$ cat config.mk
export PLATFORM = sky130hd
export DESIGN_NAME = motor_command_frame_parser_core_flat
export DESIGN_NICKNAME = d
export VERILOG_FILES = /design/src/mcfp_pkg.sv /design/src/mcfp_ifs.sv /design/src/motor_command_frame_parser_core.sv /design/src/mcfp_framer.sv /design/src/mcfp_frame_queue.sv /design/src/mcfp_executor.sv /design/src/flat_wrapper.sv
export SDC_FILE = /design/constraint.sdc
export NUM_CORES = 1
export LEC_CHECK = 0
export ABC_AREA = 1
export BUFFER_PORTS_ARGS = -buffer_cell sky130_fd_sc_hd__buf_4
export CAP_MARGIN = 40
export CORE_ASPECT_RATIO = 0.6
export CORE_MARGIN = 5
export CORE_UTILIZATION = 60
export DETAILED_ROUTE_END_ITERATION = 16
export PLACE_DENSITY = 0.87
export SLEW_MARGIN = 20
export SYNTH_ARGS = -nofsm -noshare
export SYNTH_HDL_FRONTEND = slang
export SYNTH_SLANG_ARGS = --single-unit
$ cat constraint.sdc
create_clock -name clk -period 10.61 [get_ports clk]
set_clock_uncertainty 0.1 [all_clocks]
set_input_delay 2.122 -clock clk [delete_from_list [all_inputs] [get_ports clk]]
set_output_delay 2.122 -clock clk [all_outputs]
set_load 0.02 [all_outputs]
$ cat src/mcfp_pkg.sv
package mcfp_pkg;

  // Number of motors served by the command set
  localparam int MOTOR_COUNT = 2;

  // Framing characters
  localparam logic [7:0] CH_OPEN  = 8'h24;
  localparam logic [7:0] CH_CLOSE = 8'h2A;
  localparam logic [7:0] CH_ZERO  = 8'h30;
  localparam logic [7:0] CH_NINE  = 8'h39;

  // Motor command codes: first three payload bytes
  localparam logic [23:0] CODE_M1F = 24'h4d3146;
  localparam logic [23:0] CODE_M1R = 24'h4d3152;
  localparam logic [23:0] CODE_M1B = 24'h4d3142;
  localparam logic [23:0] CODE_M2F = 24'h4d3246;
  localparam logic [23:0] CODE_M2R = 24'h4d3252;
  localparam logic [23:0] CODE_M2B = 24'h4d3242;

  // Gain command letters
  localparam logic [7:0] GAIN_P = 8'h50;
  localparam logic [7:0] GAIN_I = 8'h49;
  localparam logic [7:0] GAIN_D = 8'h44;

  // Gain selections
  localparam logic [1:0] SEL_P = 2'd0;
  localparam logic [1:0] SEL_I = 2'd1;
  localparam logic [1:0] SEL_D = 2'd2;

  // Result status codes
  localparam logic [2:0] ST_MOTOR_OK   = 3'd0;
  localparam logic [2:0] ST_GAIN_OK    = 3'd1;
  localparam logic [2:0] ST_UNKNOWN    = 3'd2;
  localparam logic [2:0] ST_BAD_LENGTH = 3'd3;
  localparam logic [2:0] ST_BAD_DIGIT  = 3'd4;

  // Payload depth and saturated count meaning overflow
  localparam int PAYLOAD_DEPTH = 8;
  localparam logic [3:0] COUNT_OVERFLOW = 4'd9;

  // Motor flag bit positions
  localparam int FL_FWD = 0;
  localparam int FL_REV = 1;
  localparam int FL_BRK = 2;

  // One closed frame handed from the framer to the executor
  typedef struct packed {
    logic [PAYLOAD_DEPTH-1:0][7:0] data;
    logic [3:0]                    len;
  } frame_t;

  function automatic logic is_digit(input logic [7:0] c);
    return (c >= CH_ZERO) && (c <= CH_NINE);
  endfunction

endpackage

$ cat src/mcfp_ifs.sv
interface mcfp_in_if;
  logic       valid;
  logic       ready;
  logic [7:0] rx_byte;

  modport source (output valid, output rx_byte, input ready);
  modport sink (input valid, input rx_byte, output ready);
endinterface

interface mcfp_out_if;
  logic        valid;
  logic        ready;
  logic [2:0]  status;
  logic        motor_sel;
  logic        run_forward;
  logic        run_reverse;
  logic        braking;
  logic        dir_change;
  logic [16:0] set_speed;
  logic [1:0]  gain_sel;
  logic [13:0] gain_value;

  modport source (output valid, output status, output motor_sel, output run_forward,
                  output run_reverse, output braking, output dir_change, output set_speed,
                  output gain_sel, output gain_value, input ready);
  modport sink (input valid, input status, input motor_sel, input run_forward,
                input run_reverse, input braking, input dir_change, input set_speed,
                input gain_sel, input gain_value, output ready);
endinterface

$ cat src/motor_command_frame_parser_core.sv
// Serial command frame parser for two motors. One ASCII byte is taken per
// cycle while ready is high; '$' opens a frame, '*' closes it, and every close
// of an open frame gives exactly one result transaction (motor command, P/I/D
// gain command, or an error status for unknown command, bad length or bad
// digit). The framer hands the closed frame to a two-entry frame queue, and
// the executor decodes it into a result register. The input keeps taking
// bytes while the output stalls, until two decoded-pending frames fill the
// queue; then ready drops until the executor drains an entry.
module motor_command_frame_parser_core (
  input  logic        clk,
  input  logic        rst,
  mcfp_in_if.sink     in_ch,
  mcfp_out_if.source  out_ch
);

  logic             push;
  logic             push_ready;
  mcfp_pkg::frame_t push_frame;
  logic             q_valid;
  logic             q_pop;
  mcfp_pkg::frame_t q_frame;

  mcfp_framer u_framer (
    .clk        (clk),
    .rst        (rst),
    .in_ch      (in_ch),
    .push       (push),
    .push_frame (push_frame),
    .push_ready (push_ready)
  );

  mcfp_frame_queue u_queue (
    .clk        (clk),
    .rst        (rst),
    .push       (push),
    .push_frame (push_frame),
    .push_ready (push_ready),
    .pop_valid  (q_valid),
    .pop_frame  (q_frame),
    .pop        (q_pop)
  );

  mcfp_executor u_exec (
    .clk         (clk),
    .rst         (rst),
    .frame_valid (q_valid),
    .frame       (q_frame),
    .pop         (q_pop),
    .out_ch      (out_ch)
  );

`ifndef ASSERT_OFF
  // A popped frame shows up as a valid result on the next cycle
  a_pop_to_result: assert property (@(posedge clk) disable iff (rst)
    q_pop |=> out_ch.valid)
    else $error("popped frame produced no result");

  // Motor fields stay zero unless the result is a motor command
  a_motor_fields: assert property (@(posedge clk) disable iff (rst)
    (out_ch.valid && out_ch.status != mcfp_pkg::ST_MOTOR_OK) |->
      (out_ch.set_speed == 17'd0 && !out_ch.run_forward && !out_ch.run_reverse &&
       !out_ch.braking && !out_ch.dir_change && !out_ch.motor_sel))
    else $error("motor fields set on non-motor result");

  // A successful motor command leaves exactly one flag set
  a_one_flag: assert property (@(posedge clk) disable iff (rst)
    (out_ch.valid && out_ch.status == mcfp_pkg::ST_MOTOR_OK) |->
      $onehot({out_ch.run_forward, out_ch.run_reverse, out_ch.braking}))
    else $error("motor result without exactly one flag");

  // Gain value stays within four decimal digits
  a_gain_range: assert property (@(posedge clk) disable iff (rst)
    out_ch.valid |-> (out_ch.gain_value <= 14'd9999))
    else $error("gain value out of range");
`endif

endmodule

$ cat src/mcfp_framer.sv
module mcfp_framer (
  input  logic               clk,
  input  logic               rst,
  mcfp_in_if.sink            in_ch,
  output logic               push,
  output mcfp_pkg::frame_t   push_frame,
  input  logic               push_ready
);

  logic                 in_frame;
  logic [3:0]           count;
  logic [7:0][7:0]      store;
  logic                 accept;
  logic                 is_open;
  logic                 is_close;

  // Take a byte whenever the queue can absorb a closing frame
  assign in_ch.ready = push_ready;
  assign accept      = in_ch.valid && in_ch.ready;
  assign is_open     = in_ch.rx_byte == mcfp_pkg::CH_OPEN;
  assign is_close    = in_ch.rx_byte == mcfp_pkg::CH_CLOSE;

  // Hand a closed frame to the queue
  assign push            = accept && !is_open && in_frame && is_close;
  assign push_frame.data = store;
  assign push_frame.len  = count;

  // Track frame state and payload count
  always_ff @(posedge clk) begin
    if (rst) begin
      in_frame <= 1'b0;
      count    <= '0;
    end else if (accept) begin
      if (is_open) begin
        in_frame <= 1'b1;
        count    <= '0;
      end else if (in_frame) begin
        if (is_close) begin
          in_frame <= 1'b0;
          count    <= '0;
        end else if (count < mcfp_pkg::COUNT_OVERFLOW) begin
          count <= count + 4'd1;
        end
      end
    end
  end

  // Store payload bytes; drop anything past the eighth
  always_ff @(posedge clk) begin
    if (accept && !is_open && in_frame && !is_close && !count[3]) begin
      store[count[2:0]] <= in_ch.rx_byte;
    end
  end

endmodule

$ cat src/mcfp_frame_queue.sv
module mcfp_frame_queue (
  input  logic             clk,
  input  logic             rst,
  input  logic             push,
  input  mcfp_pkg::frame_t push_frame,
  output logic             push_ready,
  output logic             pop_valid,
  output mcfp_pkg::frame_t pop_frame,
  input  logic             pop
);

  mcfp_pkg::frame_t entries [2];
  logic             wr_ptr;
  logic             rd_ptr;
  logic [1:0]       fill;

  assign push_ready = fill != 2'd2;
  assign pop_valid  = fill != 2'd0;
  assign pop_frame  = entries[rd_ptr];

  // Advance pointers and fill level
  always_ff @(posedge clk) begin
    if (rst) begin
      wr_ptr <= 1'b0;
      rd_ptr <= 1'b0;
      fill   <= '0;
    end else begin
      if (push) wr_ptr <= ~wr_ptr;
      if (pop)  rd_ptr <= ~rd_ptr;
      case ({push, pop})
        2'b10:   fill <= fill + 2'd1;
        2'b01:   fill <= fill - 2'd1;
        default: fill <= fill;
      endcase
    end
  end

  // Write entry
  always_ff @(posedge clk) begin
    if (push) entries[wr_ptr] <= push_frame;
  end

endmodule

$ cat src/mcfp_executor.sv
module mcfp_executor (
  input  logic             clk,
  input  logic             rst,
  input  logic             frame_valid,
  input  mcfp_pkg::frame_t frame,
  output logic             pop,
  mcfp_out_if.source       out_ch
);

  logic [2:0]  motor_flags [2];
  logic [16:0] motor_speed [2];
  logic [3:0]  kept_thousands;

  logic        out_valid;
  logic [2:0]  r_status;
  logic        r_motor_sel;
  logic        r_fwd;
  logic        r_rev;
  logic        r_brk;
  logic        r_dchg;
  logic [16:0] r_speed;
  logic [1:0]  r_gain_sel;
  logic [13:0] r_gain_value;

  logic [7:0][7:0] b;
  logic [23:0] code;
  logic        hit;
  logic        m;
  logic [1:0]  kind;
  logic        spd_ok;
  logic [16:0] spd_val;
  logic [2:0]  f_old;
  logic        gain_hit;
  logic [1:0]  gsel;
  logic        gdig_ok;
  logic [3:0]  kept_eff;
  logic [3:0]  g_h;
  logic [3:0]  g_t;
  logic [3:0]  g_o;

  logic        upd_motor;
  logic        upd_speed;
  logic        upd_kept;
  logic [2:0]  n_status;
  logic        n_motor_sel;
  logic [2:0]  n_flags;
  logic        n_dchg;
  logic [16:0] n_speed;
  logic [1:0]  n_gain_sel;
  logic [13:0] n_gain_value;

  localparam logic [1:0] KIND_FWD = 2'd0;
  localparam logic [1:0] KIND_REV = 2'd1;
  localparam logic [1:0] KIND_BRK = 2'd2;

  // Take the next frame when the result register is free or being drained
  assign pop  = frame_valid && (!out_valid || out_ch.ready);
  assign b    = frame.data;
  assign code = {b[0], b[1], b[2]};

  // Classify motor code
  always_comb begin
    hit  = 1'b1;
    m    = 1'b0;
    kind = KIND_FWD;
    case (code)
      mcfp_pkg::CODE_M1F: begin m = 1'b0; kind = KIND_FWD; end
      mcfp_pkg::CODE_M1R: begin m = 1'b0; kind = KIND_REV; end
      mcfp_pkg::CODE_M1B: begin m = 1'b0; kind = KIND_BRK; end
      mcfp_pkg::CODE_M2F: begin m = 1'b1; kind = KIND_FWD; end
      mcfp_pkg::CODE_M2R: begin m = 1'b1; kind = KIND_REV; end
      mcfp_pkg::CODE_M2B: begin m = 1'b1; kind = KIND_BRK; end
      default:            hit = 1'b0;
    endcase
  end

  // Speed digits: bytes three to seven
  assign spd_ok = mcfp_pkg::is_digit(b[3]) && mcfp_pkg::is_digit(b[4]) &&
                  mcfp_pkg::is_digit(b[5]) && mcfp_pkg::is_digit(b[6]) &&
                  mcfp_pkg::is_digit(b[7]);
  assign spd_val = 17'(b[3][3:0]) * 17'd10000 + 17'(b[4][3:0]) * 17'd1000 +
                   17'(b[5][3:0]) * 17'd100 + 17'(b[6][3:0]) * 17'd10 +
                   17'(b[7][3:0]);
  assign f_old = motor_flags[m];

  // Classify gain letter
  always_comb begin
    gain_hit = 1'b1;
    gsel     = mcfp_pkg::SEL_P;
    case (b[0])
      mcfp_pkg::GAIN_P: gsel = mcfp_pkg::SEL_P;
      mcfp_pkg::GAIN_I: gsel = mcfp_pkg::SEL_I;
      mcfp_pkg::GAIN_D: gsel = mcfp_pkg::SEL_D;
      default:          gain_hit = 1'b0;
    endcase
  end

  // Gain digits: last three bytes carry the value; a fifth byte gives a thousands digit, kept and added to D gains
  assign gdig_ok = mcfp_pkg::is_digit(b[1]) && mcfp_pkg::is_digit(b[2]) &&
                   mcfp_pkg::is_digit(b[3]) &&
                   (frame.len != 4'd5 || mcfp_pkg::is_digit(b[4]));
  assign kept_eff = (frame.len == 4'd5) ? b[1][3:0] : kept_thousands;
  assign g_h = (frame.len == 4'd5) ? b[2][3:0] : b[1][3:0];
  assign g_t = (frame.len == 4'd5) ? b[3][3:0] : b[2][3:0];
  assign g_o = (frame.len == 4'd5) ? b[4][3:0] : b[3][3:0];

  // Decode the frame into one result and its state updates
  always_comb begin
    upd_motor    = 1'b0;
    upd_speed    = 1'b0;
    upd_kept     = 1'b0;
    n_status     = mcfp_pkg::ST_BAD_LENGTH;
    n_motor_sel  = 1'b0;
    n_flags      = '0;
    n_dchg       = 1'b0;
    n_speed      = '0;
    n_gain_sel   = '0;
    n_gain_value = '0;
    if (frame.len == 4'd8) begin
      if (!hit || (32'(m) >= mcfp_pkg::MOTOR_COUNT)) begin
        n_status = mcfp_pkg::ST_UNKNOWN;
      end else if (kind != KIND_BRK && !spd_ok) begin
        n_status = mcfp_pkg::ST_BAD_DIGIT;
      end else begin
        n_status    = mcfp_pkg::ST_MOTOR_OK;
        n_motor_sel = m;
        upd_motor   = 1'b1;
        n_speed     = motor_speed[m];
        case (kind)
          KIND_FWD: begin
            n_flags   = 3'b001;
            n_dchg    = f_old[mcfp_pkg::FL_REV] && !f_old[mcfp_pkg::FL_FWD];
            n_speed   = spd_val;
            upd_speed = 1'b1;
          end
          KIND_REV: begin
            n_flags   = 3'b010;
            n_dchg    = f_old[mcfp_pkg::FL_FWD] && !f_old[mcfp_pkg::FL_REV];
            n_speed   = spd_val;
            upd_speed = 1'b1;
          end
          default: n_flags = 3'b100;
        endcase
      end
    end else if (frame.len == 4'd4 || frame.len == 4'd5) begin
      if (!gain_hit) begin
        n_status = mcfp_pkg::ST_UNKNOWN;
      end else if (!gdig_ok) begin
        n_status = mcfp_pkg::ST_BAD_DIGIT;
      end else begin
        n_status     = mcfp_pkg::ST_GAIN_OK;
        upd_kept     = frame.len == 4'd5;
        n_gain_sel   = gsel;
        n_gain_value = 14'(g_h) * 14'd100 + 14'(g_t) * 14'd10 + 14'(g_o) +
                       ((gsel == mcfp_pkg::SEL_D) ? 14'(kept_eff) * 14'd1000 : 14'd0);
      end
    end
  end

  // Update motor and gain state
  always_ff @(posedge clk) begin
    if (rst) begin
      motor_flags[0] <= '0;
      motor_flags[1] <= '0;
      motor_speed[0] <= '0;
      motor_speed[1] <= '0;
      kept_thousands <= '0;
    end else if (pop) begin
      if (upd_motor) motor_flags[m] <= n_flags;
      if (upd_speed) motor_speed[m] <= spd_val;
      if (upd_kept)  kept_thousands <= b[1][3:0];
    end
  end

  // Hold the result until the sink takes it
  always_ff @(posedge clk) begin
    if (rst) begin
      out_valid <= 1'b0;
    end else if (pop) begin
      out_valid <= 1'b1;
    end else if (out_ch.ready) begin
      out_valid <= 1'b0;
    end
  end

  always_ff @(posedge clk) begin
    if (pop) begin
      r_status     <= n_status;
      r_motor_sel  <= n_motor_sel;
      r_fwd        <= n_flags[mcfp_pkg::FL_FWD];
      r_rev        <= n_flags[mcfp_pkg::FL_REV];
      r_brk        <= n_flags[mcfp_pkg::FL_BRK];
      r_dchg       <= n_dchg;
      r_speed      <= n_speed;
      r_gain_sel   <= n_gain_sel;
      r_gain_value <= n_gain_value;
    end
  end

  assign out_ch.valid       = out_valid;
  assign out_ch.status      = r_status;
  assign out_ch.motor_sel   = r_motor_sel;
  assign out_ch.run_forward = r_fwd;
  assign out_ch.run_reverse = r_rev;
  assign out_ch.braking     = r_brk;
  assign out_ch.dir_change  = r_dchg;
  assign out_ch.set_speed   = r_speed;
  assign out_ch.gain_sel    = r_gain_sel;
  assign out_ch.gain_value  = r_gain_value;

endmodule

$ cat src/flat_wrapper.sv
// flat-port wrapper written by rule: the top's interface ports become plain ports
module motor_command_frame_parser_core_flat 
  (clk, rst, in_ch_valid, in_ch_rx_byte, in_ch_ready, out_ch_valid, out_ch_status, out_ch_motor_sel, out_ch_run_forward, out_ch_run_reverse, out_ch_braking, out_ch_dir_change, out_ch_set_speed, out_ch_gain_sel, out_ch_gain_value, out_ch_ready);
  mcfp_in_if in_ch_i ();
  mcfp_out_if out_ch_i ();
  input  logic clk;
  input  logic rst;
  input wire logic [$bits(in_ch_i.valid)-1:0] in_ch_valid;
  input wire logic [$bits(in_ch_i.rx_byte)-1:0] in_ch_rx_byte;
  output wire logic [$bits(in_ch_i.ready)-1:0] in_ch_ready;
  output wire logic [$bits(out_ch_i.valid)-1:0] out_ch_valid;
  output wire logic [$bits(out_ch_i.status)-1:0] out_ch_status;
  output wire logic [$bits(out_ch_i.motor_sel)-1:0] out_ch_motor_sel;
  output wire logic [$bits(out_ch_i.run_forward)-1:0] out_ch_run_forward;
  output wire logic [$bits(out_ch_i.run_reverse)-1:0] out_ch_run_reverse;
  output wire logic [$bits(out_ch_i.braking)-1:0] out_ch_braking;
  output wire logic [$bits(out_ch_i.dir_change)-1:0] out_ch_dir_change;
  output wire logic [$bits(out_ch_i.set_speed)-1:0] out_ch_set_speed;
  output wire logic [$bits(out_ch_i.gain_sel)-1:0] out_ch_gain_sel;
  output wire logic [$bits(out_ch_i.gain_value)-1:0] out_ch_gain_value;
  input wire logic [$bits(out_ch_i.ready)-1:0] out_ch_ready;
  assign in_ch_i.valid = in_ch_valid;
  assign in_ch_i.rx_byte = in_ch_rx_byte;
  assign in_ch_ready = in_ch_i.ready;
  assign out_ch_valid = out_ch_i.valid;
  assign out_ch_status = out_ch_i.status;
  assign out_ch_motor_sel = out_ch_i.motor_sel;
  assign out_ch_run_forward = out_ch_i.run_forward;
  assign out_ch_run_reverse = out_ch_i.run_reverse;
  assign out_ch_braking = out_ch_i.braking;
  assign out_ch_dir_change = out_ch_i.dir_change;
  assign out_ch_set_speed = out_ch_i.set_speed;
  assign out_ch_gain_sel = out_ch_i.gain_sel;
  assign out_ch_gain_value = out_ch_i.gain_value;
  assign out_ch_i.ready = out_ch_ready;
  motor_command_frame_parser_core u_core (.clk(clk), .rst(rst), .in_ch(in_ch_i), .out_ch(out_ch_i));
endmodule
* Word level (Yosys, flattened, before mapping)
Memory sizes are Yosys's and may differ from the RTL's. A register that Yosys moved wholly into a read port is not among the register bits.
Index checks and enable logic that the tools add are counted.
** Cells by class
- Muxes and demuxes :: 66
- Bitwise operators :: 7
- Equal/unequal tests :: 21
- $add $sub $neg :: 10
- Multiply operators :: 7
- Magnitude comparators :: 17
- Reductions and logical operators :: 53
** Operator list (count)
- == test 24 x 23 -> 1 bit (second input constant) :: 6
- bitwise mux 64 bit :: 1
- >= comparator 8 x 6 -> 1 bit (second input constant) :: 7
- less-or-equal comparator 8 x 6 -> 1 bit (second input constant) :: 7
- two-way mux 1 bit :: 37
- two-way mux 17 bit :: 2
- two-way mux 4 bit :: 8
- two-way mux 3 bit :: 10
- logical AND 1 bit :: 25
- demux 8 bit (select 3 bit) :: 1
- == test 8 x 7 -> 1 bit (second input constant) :: 3
- multiplier 4 x 7 -> 11 bit (second input constant) :: 2
- multiplier 4 x 5 -> 9 bit (second input constant) :: 2
- adder 17 x 11 -> 17 bit :: 1
- adder 17 x 14 -> 17 bit :: 1
- adder 17 x 4 -> 17 bit :: 1
- adder 17 x 8 -> 17 bit :: 1
- OR reduction 17 bit :: 1
- == test 8 x 6 -> 1 bit (second input constant) :: 2
- adder 13 x 14 -> 14 bit :: 1
- multiplier 4 x 3 -> 7 bit (second input constant) :: 2
- two-way mux 14 bit :: 1
- adder 12 x 4 -> 13 bit :: 1
- multiplier 4 x 10 -> 13 bit (second input constant) :: 1
- 29 further kinds :: 57
** Word-level totals
- Register bits after elaboration :: 119
- Memory bits (writable) :: 176
- Output and inout bits :: 43
- Memories :: 3
- Logic and storage cells :: 208
- Input bits :: 12
** Memories
- u_core.u_queue.entries :: depth 2, width 68, read ports 1, clocked after memory_dff 1, wr ports 1, line mcfp_frame_queue.sv:12 : mcfp_pkg::frame_t entries [2];
- u_core.u_exec.motor_speed :: depth 2, width 17, read ports 1, clocked after memory_dff 0, wr ports 2, line mcfp_executor.sv:11 : logic [16:0] motor_speed [2];
- u_core.u_exec.motor_flags :: depth 2, width 3, read ports 1, clocked after memory_dff 0, wr ports 2, line mcfp_executor.sv:10 : logic [2:0] motor_flags [2];

* Logic depth before layout (Yosys ltp)
Gate-level depths: netlist (run 1).
- Depth after elaboration :: 17
- Depth in mapped cells :: 33

* By module
Synthesis (run 1) repeated with hierarchy kept, for this count alone.
** Second synthesis, totals
- Cell total of the unflattened synthesis :: 1313
- Area, all modules :: 15778.9 sq um
** By module, submodules not included
- mcfp_executor :: cells each 917, times used 1, area each 8127.8 sq um
- mcfp_frame_queue :: cells each 244, times used 1, area each 5221.3 sq um
- mcfp_framer :: cells each 152, times used 1, area each 2429.8 sq um

* Worst setup path after synthesis (run 1)
Ideal clock, no wire load.
- Path kind :: input-to-reg
- Start :: input port out_ch_ready
- End :: memory u_core.u_exec.motor_speed[0][0] (enable)
- Library setup time :: 0.415 ns
- Arrival time :: 6.386 ns
- Cell stages on the path :: 6
- Setup slack :: 3.709 ns
- Cells stage by stage :: nor2_1 > a21oi_1 > inv_1 > nor2_1 > nand4_4 > o21ai_0
** RTL lines
- start, declared :: line flat_wrapper.sv:21 : input wire logic [$bits(out_ch_i.ready)-1:0] out_ch_ready;
- end, declared :: line mcfp_executor.sv:11

==> results.tsv, run 1 <==
metric	value	unit
cts_buffers	27	
grt_max_degree	54	
max_freq	138	MHz
layout-drive-gt1-share	12.3	%
clock_sinks	294	
yosys_warnings	0	
period_minus_slack	7.23	ns
synth_top_area_cell	edfxtp_1	
cts_tree	yes	
drtPass1Iterations	7	
num_rows	45	
synth_fp_nets	1512	
grtUsageTotal	22.9	%
drc	0	
diodes	0	
dieHeight	135	microns
hold_slack	0.342	ns
netlist_instances	1324	
finalCritPeriodShare	68.1	%
yosysUniqueCellTypes	51	
setup_slack	3.38	ns
drtAntennaViolNets	0	
tns	0	ns
mappedNetlistArea	15500	sq um
io_buffers	54	
dieArea	29300	sq um
start_util	61.1	%
n_fill_cell	1771	
placed_cell_area	16300	sq um
critPathRequiredTime	10.79	ns
synth_ff_type	edfxtp_1	
cp.arrival	7.41	ns
cpPeakStageDelay	0.63	ns
post_cts_resized	0	
grt_pass1_wl	53.2	mm
maxCapViolCount	0	
synth_edf_count	279	
setup_viol	0	
htree_levels	1	
syn_to_final_growth	10.6	%
fin_area	17200	sq um
hpwlAfterDp	23.8	mm
cts_hold_buf	0	
synth-seq-area-share	56.0	%
synth_seq_cells	294	
syn_avg_cell_area	11.7	sq um
ios	55	
cts_setup_buffers	0	
tightestPinTransition	0.847	ns
gp_congestion	0.916	
final_nets	1583	
routed-via-count	10100	
clockBufferDepth	3	
synth_top_area_share	54.0	%
worstPathMaxFanout	53	
r2r_end	u_core.u_exec.out_ch.gain_value[12]	
drt_iter0_markers	1246	
clockRootBuffer	clkbuf_16	
start_kind	flip-flop	
avgRoutedWirePerCell	18.7	microns
dieWidth	218	microns
r2r_cells	26	
maxSlewHeadroom	42.9	%
cts.clk_slew.worst_paths	0.07	ns
r2r_setup_slack	3.38	ns
criticalPathCategory	flip-flop to flip-flop	
grt_overflow	0	
hold_viol	0	
synthArstFlopShare	0	%
worst_hold_path.endpoint	u_core.u_queue.entries[0][54]	
routed_wl	33.0	mm
antenna_found_initial	0	
cpMaxStageDelayCell	o21ai_0	
post-place-ws	3.59	ns
rsz0062_at_grt	no	
grt_pass1_vias	9956	
insertion_delay	0.56	ns
viasPerCell	5.70	
hold_path_depth	0	
drv_slew	0	
status	completed	
synth_area_leaders	edfxtp_1 54%, ha_1 11%, fa_1 5.7%, nand2_1 4.5%, inv_1 4.1%	
min_path_type	flip-flop to flip-flop	
core-area	25400	sq um
cp-end-kind	flip-flop	
hp-start	u_core.u_framer.push_frame[54]	
## cell usage after synthesis (all sizes together) (11+ instances only)
master,instances
nand4,13
dfxtp,15
o21ai,89
xor2,24
a21oi,56
o22ai,18
xnor2,11
nor2,90
nand2,188
nor3,51
nand3,41
fa,44
edfxtp,279
buf,19
or2,36
inv,173
ha,132
## state kept, by name, summed over array words and instances (netlist names), 2 cells and up, named ones only
register                         cells
u_core.u_exec.out_ch.status          3
u_core.u_exec.out_ch.gain_sel        2
u_core.u_queue.entries             136
u_core.u_exec.out_ch.gain_value     14
u_core.u_exec.out_ch.set_speed      17
u_core.u_exec.kept_thousands         4
u_core.u_exec.motor_flags            4
u_core.u_exec.motor_speed           34
u_core.u_queue.fill                  2
u_core.u_framer.count                4
u_core.u_framer.push_frame          64
## per-stage QoR
step           cells  utilization (%)
2_1_floorplan   1324                -
3_3_place_gp    1713             64.0
3_5_place_dp    1715             64.1
4_1_cts         1764             67.5
5_1_grt         1767             67.6
6_report        1767             67.6
## cell type report
type | count | area, sq um | share of cell area [%]
clock buffers | 33 | 718 | 4.19
clock inverters | 16 | 136 | 0.795
inverters | 173 | 654 | 3.81
multi-input cells | 830 | 6000 | 35.0
flip-flops and latches | 294 | 8680 | 50.6
well taps | 352 | 440 | 2.57
repair buffers | 69 | 531 | 3.09
## logic make-up after synthesis
group | Yosys count | synth area share, %
simple gates | 435 | 13.6
flops | 294 | 56.0
buf+inv | 200 | 5.53
compound gates | 183 | 6.56
fa+ha+maj | 176 | 16.3
xor+xnor | 35 | 1.98
mux | 1 | 0.0646
## cell usage in the layout, fill, tap and decap left out, types with 24 or more instances in the layout
| master | netlist | layout |
|---|---|---|
| edfxtp_1 | 279 | 279 |
| o21ai_0 | 78 | 76 |
| nand3_1 | 37 | 37 |
| nor2_1 | 87 | 85 |
| a21oi_1 | 56 | 55 |
| or2_2 | 26 | 26 |
| xor2_1 | 24 | 24 |
| nor3_1 | 41 | 41 |
| inv_1 | 171 | 171 |
| nand2_1 | 184 | 184 |
| fa_1 | 44 | 44 |
| ha_1 | 132 | 132 |
| buf_4 | 6 | 68 |
| clkbuf_16 | 0 | 27 |
## layer usage
metal	up-vias	GRT usage [%]	part of all wire [%]
met5	-	0	0
met4	0	4.63	1.7
met3	49	5.47	10
met2	454	35.4	45
met1	4859	33.9	43
li1	4704	-	-
## worst max-delay path by stage
stage	endpoint	from	cells past startpoint
after floorplan	u_core.u_exec.motor_speed[0][0]	out_ch_ready	6
after global routing	u_core.u_exec.out_ch.gain_value[12]	flip-flop	26
final	u_core.u_exec.out_ch.gain_value[12]	flip-flop	26
after global placement	u_core.u_exec.out_ch.gain_value[10]	flip-flop	24
after detailed placement	u_core.u_exec.out_ch.gain_value[12]	flip-flop	26
after CTS	u_core.u_exec.out_ch.gain_value[12]	flip-flop	26
## critical path, delay by kind of cell, from the launching register on
family                     cells  cell delay, ns
DFF                            1            0.32
and+or+nand+nor                9            1.55
xor gates and xnor gates       1            0.16
AOI/OAI and AO/OA              4            1.11
adders and majority gates      6            2.46
buffers and inverters          6            1.18
Power of run 1 is left out: the tool's default activity adds up to more than one toggle a clock period on the data nets, which glitch-free logic cannot reach.
==> run 2: changes to the inputs <==
--- a/config.mk
+++ b/config.mk
@@ -10,9 +10,9 @@
 export CAP_MARGIN = 40
 export CORE_ASPECT_RATIO = 0.6
 export CORE_MARGIN = 5
-export CORE_UTILIZATION = 60
+export CORE_UTILIZATION = 57
 export DETAILED_ROUTE_END_ITERATION = 16
-export PLACE_DENSITY = 0.87
+export PLACE_DENSITY = 0.86
 export SLEW_MARGIN = 20
 export SYNTH_ARGS = -nofsm -noshare
 export SYNTH_HDL_FRONTEND = slang
==> constraint.sdc (replaced) <==
create_clock -name clk -period 5.9 [get_ports clk]
set_clock_uncertainty 0.1 [all_clocks]
set_input_delay 1.18 -clock clk [delete_from_list [all_inputs] [get_ports clk]]
set_output_delay 1.18 -clock clk [all_outputs]
set_load 0.02 [all_outputs]
==> run 2 against run 1 <==
  * Via count increased by 2.4%
  * Flip-flop and latch count unchanged
  * Utilization decreased by 1.5 points
  * Hold slack got worse by 0.012 ns
==> results.tsv, run 2 (same netlist as run 1, synthesis figures left out) <==
metric	value	unit	change
status	completed		
cts_buffers	27		unchanged
cp_top_family	adder cells		
clock_sinks	294		unchanged
cp_num_buf_inv	6		unchanged
cts_tree	yes		
finalCritPeriodShare	97.3	%	+29 points
largest_reg_flops	136		unchanged
io_buffers	54		unchanged
grt_overflow	0		unchanged
hold_slack	0.330	ns	-0.0121 ns
tns	0	ns	unchanged
dieHeight	138	microns	+2.4%
multiInputGateArea	6090	sq um	+1.6%
routed-via-count	10300		+2.4%
cpMaxStageDelayCell	fa_2		
hold_viol	0		unchanged
top_register	u_core.u_queue.entries		
dp_cells	1746		+1.8%
cp.depth	28		+7.7%
mostFrequentLayoutCell	edfxtp_1		
max_freq	174	MHz	+26%
syn_to_final_growth	13.4	%	
criticalPathCategory	flip-flop to flip-flop		
cts.clk_slew.worst_paths	0.07	ns	about the same
drv_slew	0		unchanged
min_path_type	flip-flop to flip-flop		
maxCapViolCount	0		unchanged
gp_congestion	0.930		+1.6%
worstPathMaxFanout	12		-77%
drtAntennaViolNets	0		unchanged
clockRootBuffer	clkbuf_16		
r2r_setup_slack	0.16	ns	-3.22 ns
r2r_cells	28		+7.7%
layout-drive-gt1-share	15.7	%	+3.4 points
start_util	58.3	%	-2.7 points
critPathRequiredTime	6.09	ns	-4.70 ns
avgRoutedWirePerCell	19.6	microns	+4.8%
routed_wl	35.3	mm	+7.0%
grt_pass1_wl	55.3	mm	+4.0%
htree_levels	1		unchanged
cts_hold_buf	0		unchanged
tightestPinTransition	0.894	ns	+0.0470 ns
seq_area	8680	sq um	about the same
clockBufferDepth	3		unchanged
grtUsageTotal	22.9	%	-0.064 points
diodes	0		unchanged
drtPass1Iterations	7		unchanged
core-area	26600	sq um	+4.7%
cp-end-kind	flip-flop		
hpwlAfterDp	24.2	mm	+1.8%
insertion_delay	0.57	ns	about the same
drt_iter0_markers	1305		+4.7%
ios	55		unchanged
cpPeakStageDelay	0.61	ns	-0.02 ns
grt_max_degree	49		-9.3%
cp.arrival	5.93	ns	-1.48 ns
grt_pass1_vias	10300		+3.9%
setup_viol	0		unchanged
dieArea	30700	sq um	+4.9%
dieWidth	223	microns	+2.5%
period_minus_slack	5.74	ns	-1.49 ns
antenna_found_initial	0		unchanged
final_nets	1611		+1.8%
drc	0		unchanged
mostFrequentLayoutCells	279 x edfxtp_1, 183 x nand2_1, 169 x inv_1		
viasPerCell	5.72		+0.34%
maxSlewHeadroom	40.2	%	-2.8 points
num_rows	46		+2.2%
start_kind	flip-flop		
stdcell_count	1804		+2.1%
n_fill_cell	1832		+3.4%
hold_path_depth	0		unchanged
rsz0062_at_grt	yes		
==> run 2: layout make-up <==
cell class	instances	area share [%]
Tap cell	360	2.56
Multi-Input combinational cell	830	34.7
Clock buffer	28	3.87
Clock inverter	22	1.35
Inverter	173	3.72
Timing Repair Buffer	97	4.43
Sequential cell	294	49.4
==> run 2: what timing repair did <==
| action | CTS | global route |
|---|---|---|
| hold endpoints to repair | 0 | 0 |
| buffers inserted | 0 | 3 |
| resized for setup | 0 | 24 |
| setup endpoints to repair | 0 | 22 |
==> run 2: stage by stage <==
step,utilization [%],worst slack [ns],area (sq um)
floorplan,-,0.0977,15500
global placement,61.8,0.309,16400
detailed placement,62.1,0.0389,16500
CTS,65.5,0.00851,17400
global route,66.1,-0.125,17600
finish,66.1,0.160,17600
==> run 2: per-layer routing <==
metal	share of wire (%)	up-vias	GRT usage (%)
li1	-	4763	-
met1	41	4988	32.4
met2	46	490	37.0
met3	10	71	5.26
met4	2.1	0	4.66
met5	0	-	0
==> run 2: worst register-to-register path, delay by kind of cell (launching register included) <==
kind | cells | cell delay [ns]
compound gates | 9 | 1.24
xor+xnor | 2 | 0.39
simple gates | 5 | 0.54
flops | 1 | 0.39
fa+ha+maj | 6 | 2.26
buf+inv | 6 | 0.56
==> run 2: worst paths after layout <==
check / start / end
hold / removal: u_core.u_framer.push_frame[54] / u_core.u_queue.entries[0][54]
hold reg to reg: u_core.u_framer.push_frame[54] / u_core.u_queue.entries[0][54]
setup / recovery: flip-flop / u_core.u_exec.motor_speed[1][16]
setup reg to reg: flip-flop / u_core.u_exec.motor_speed[1][16]
Power of run 2 is left out for the same reason.
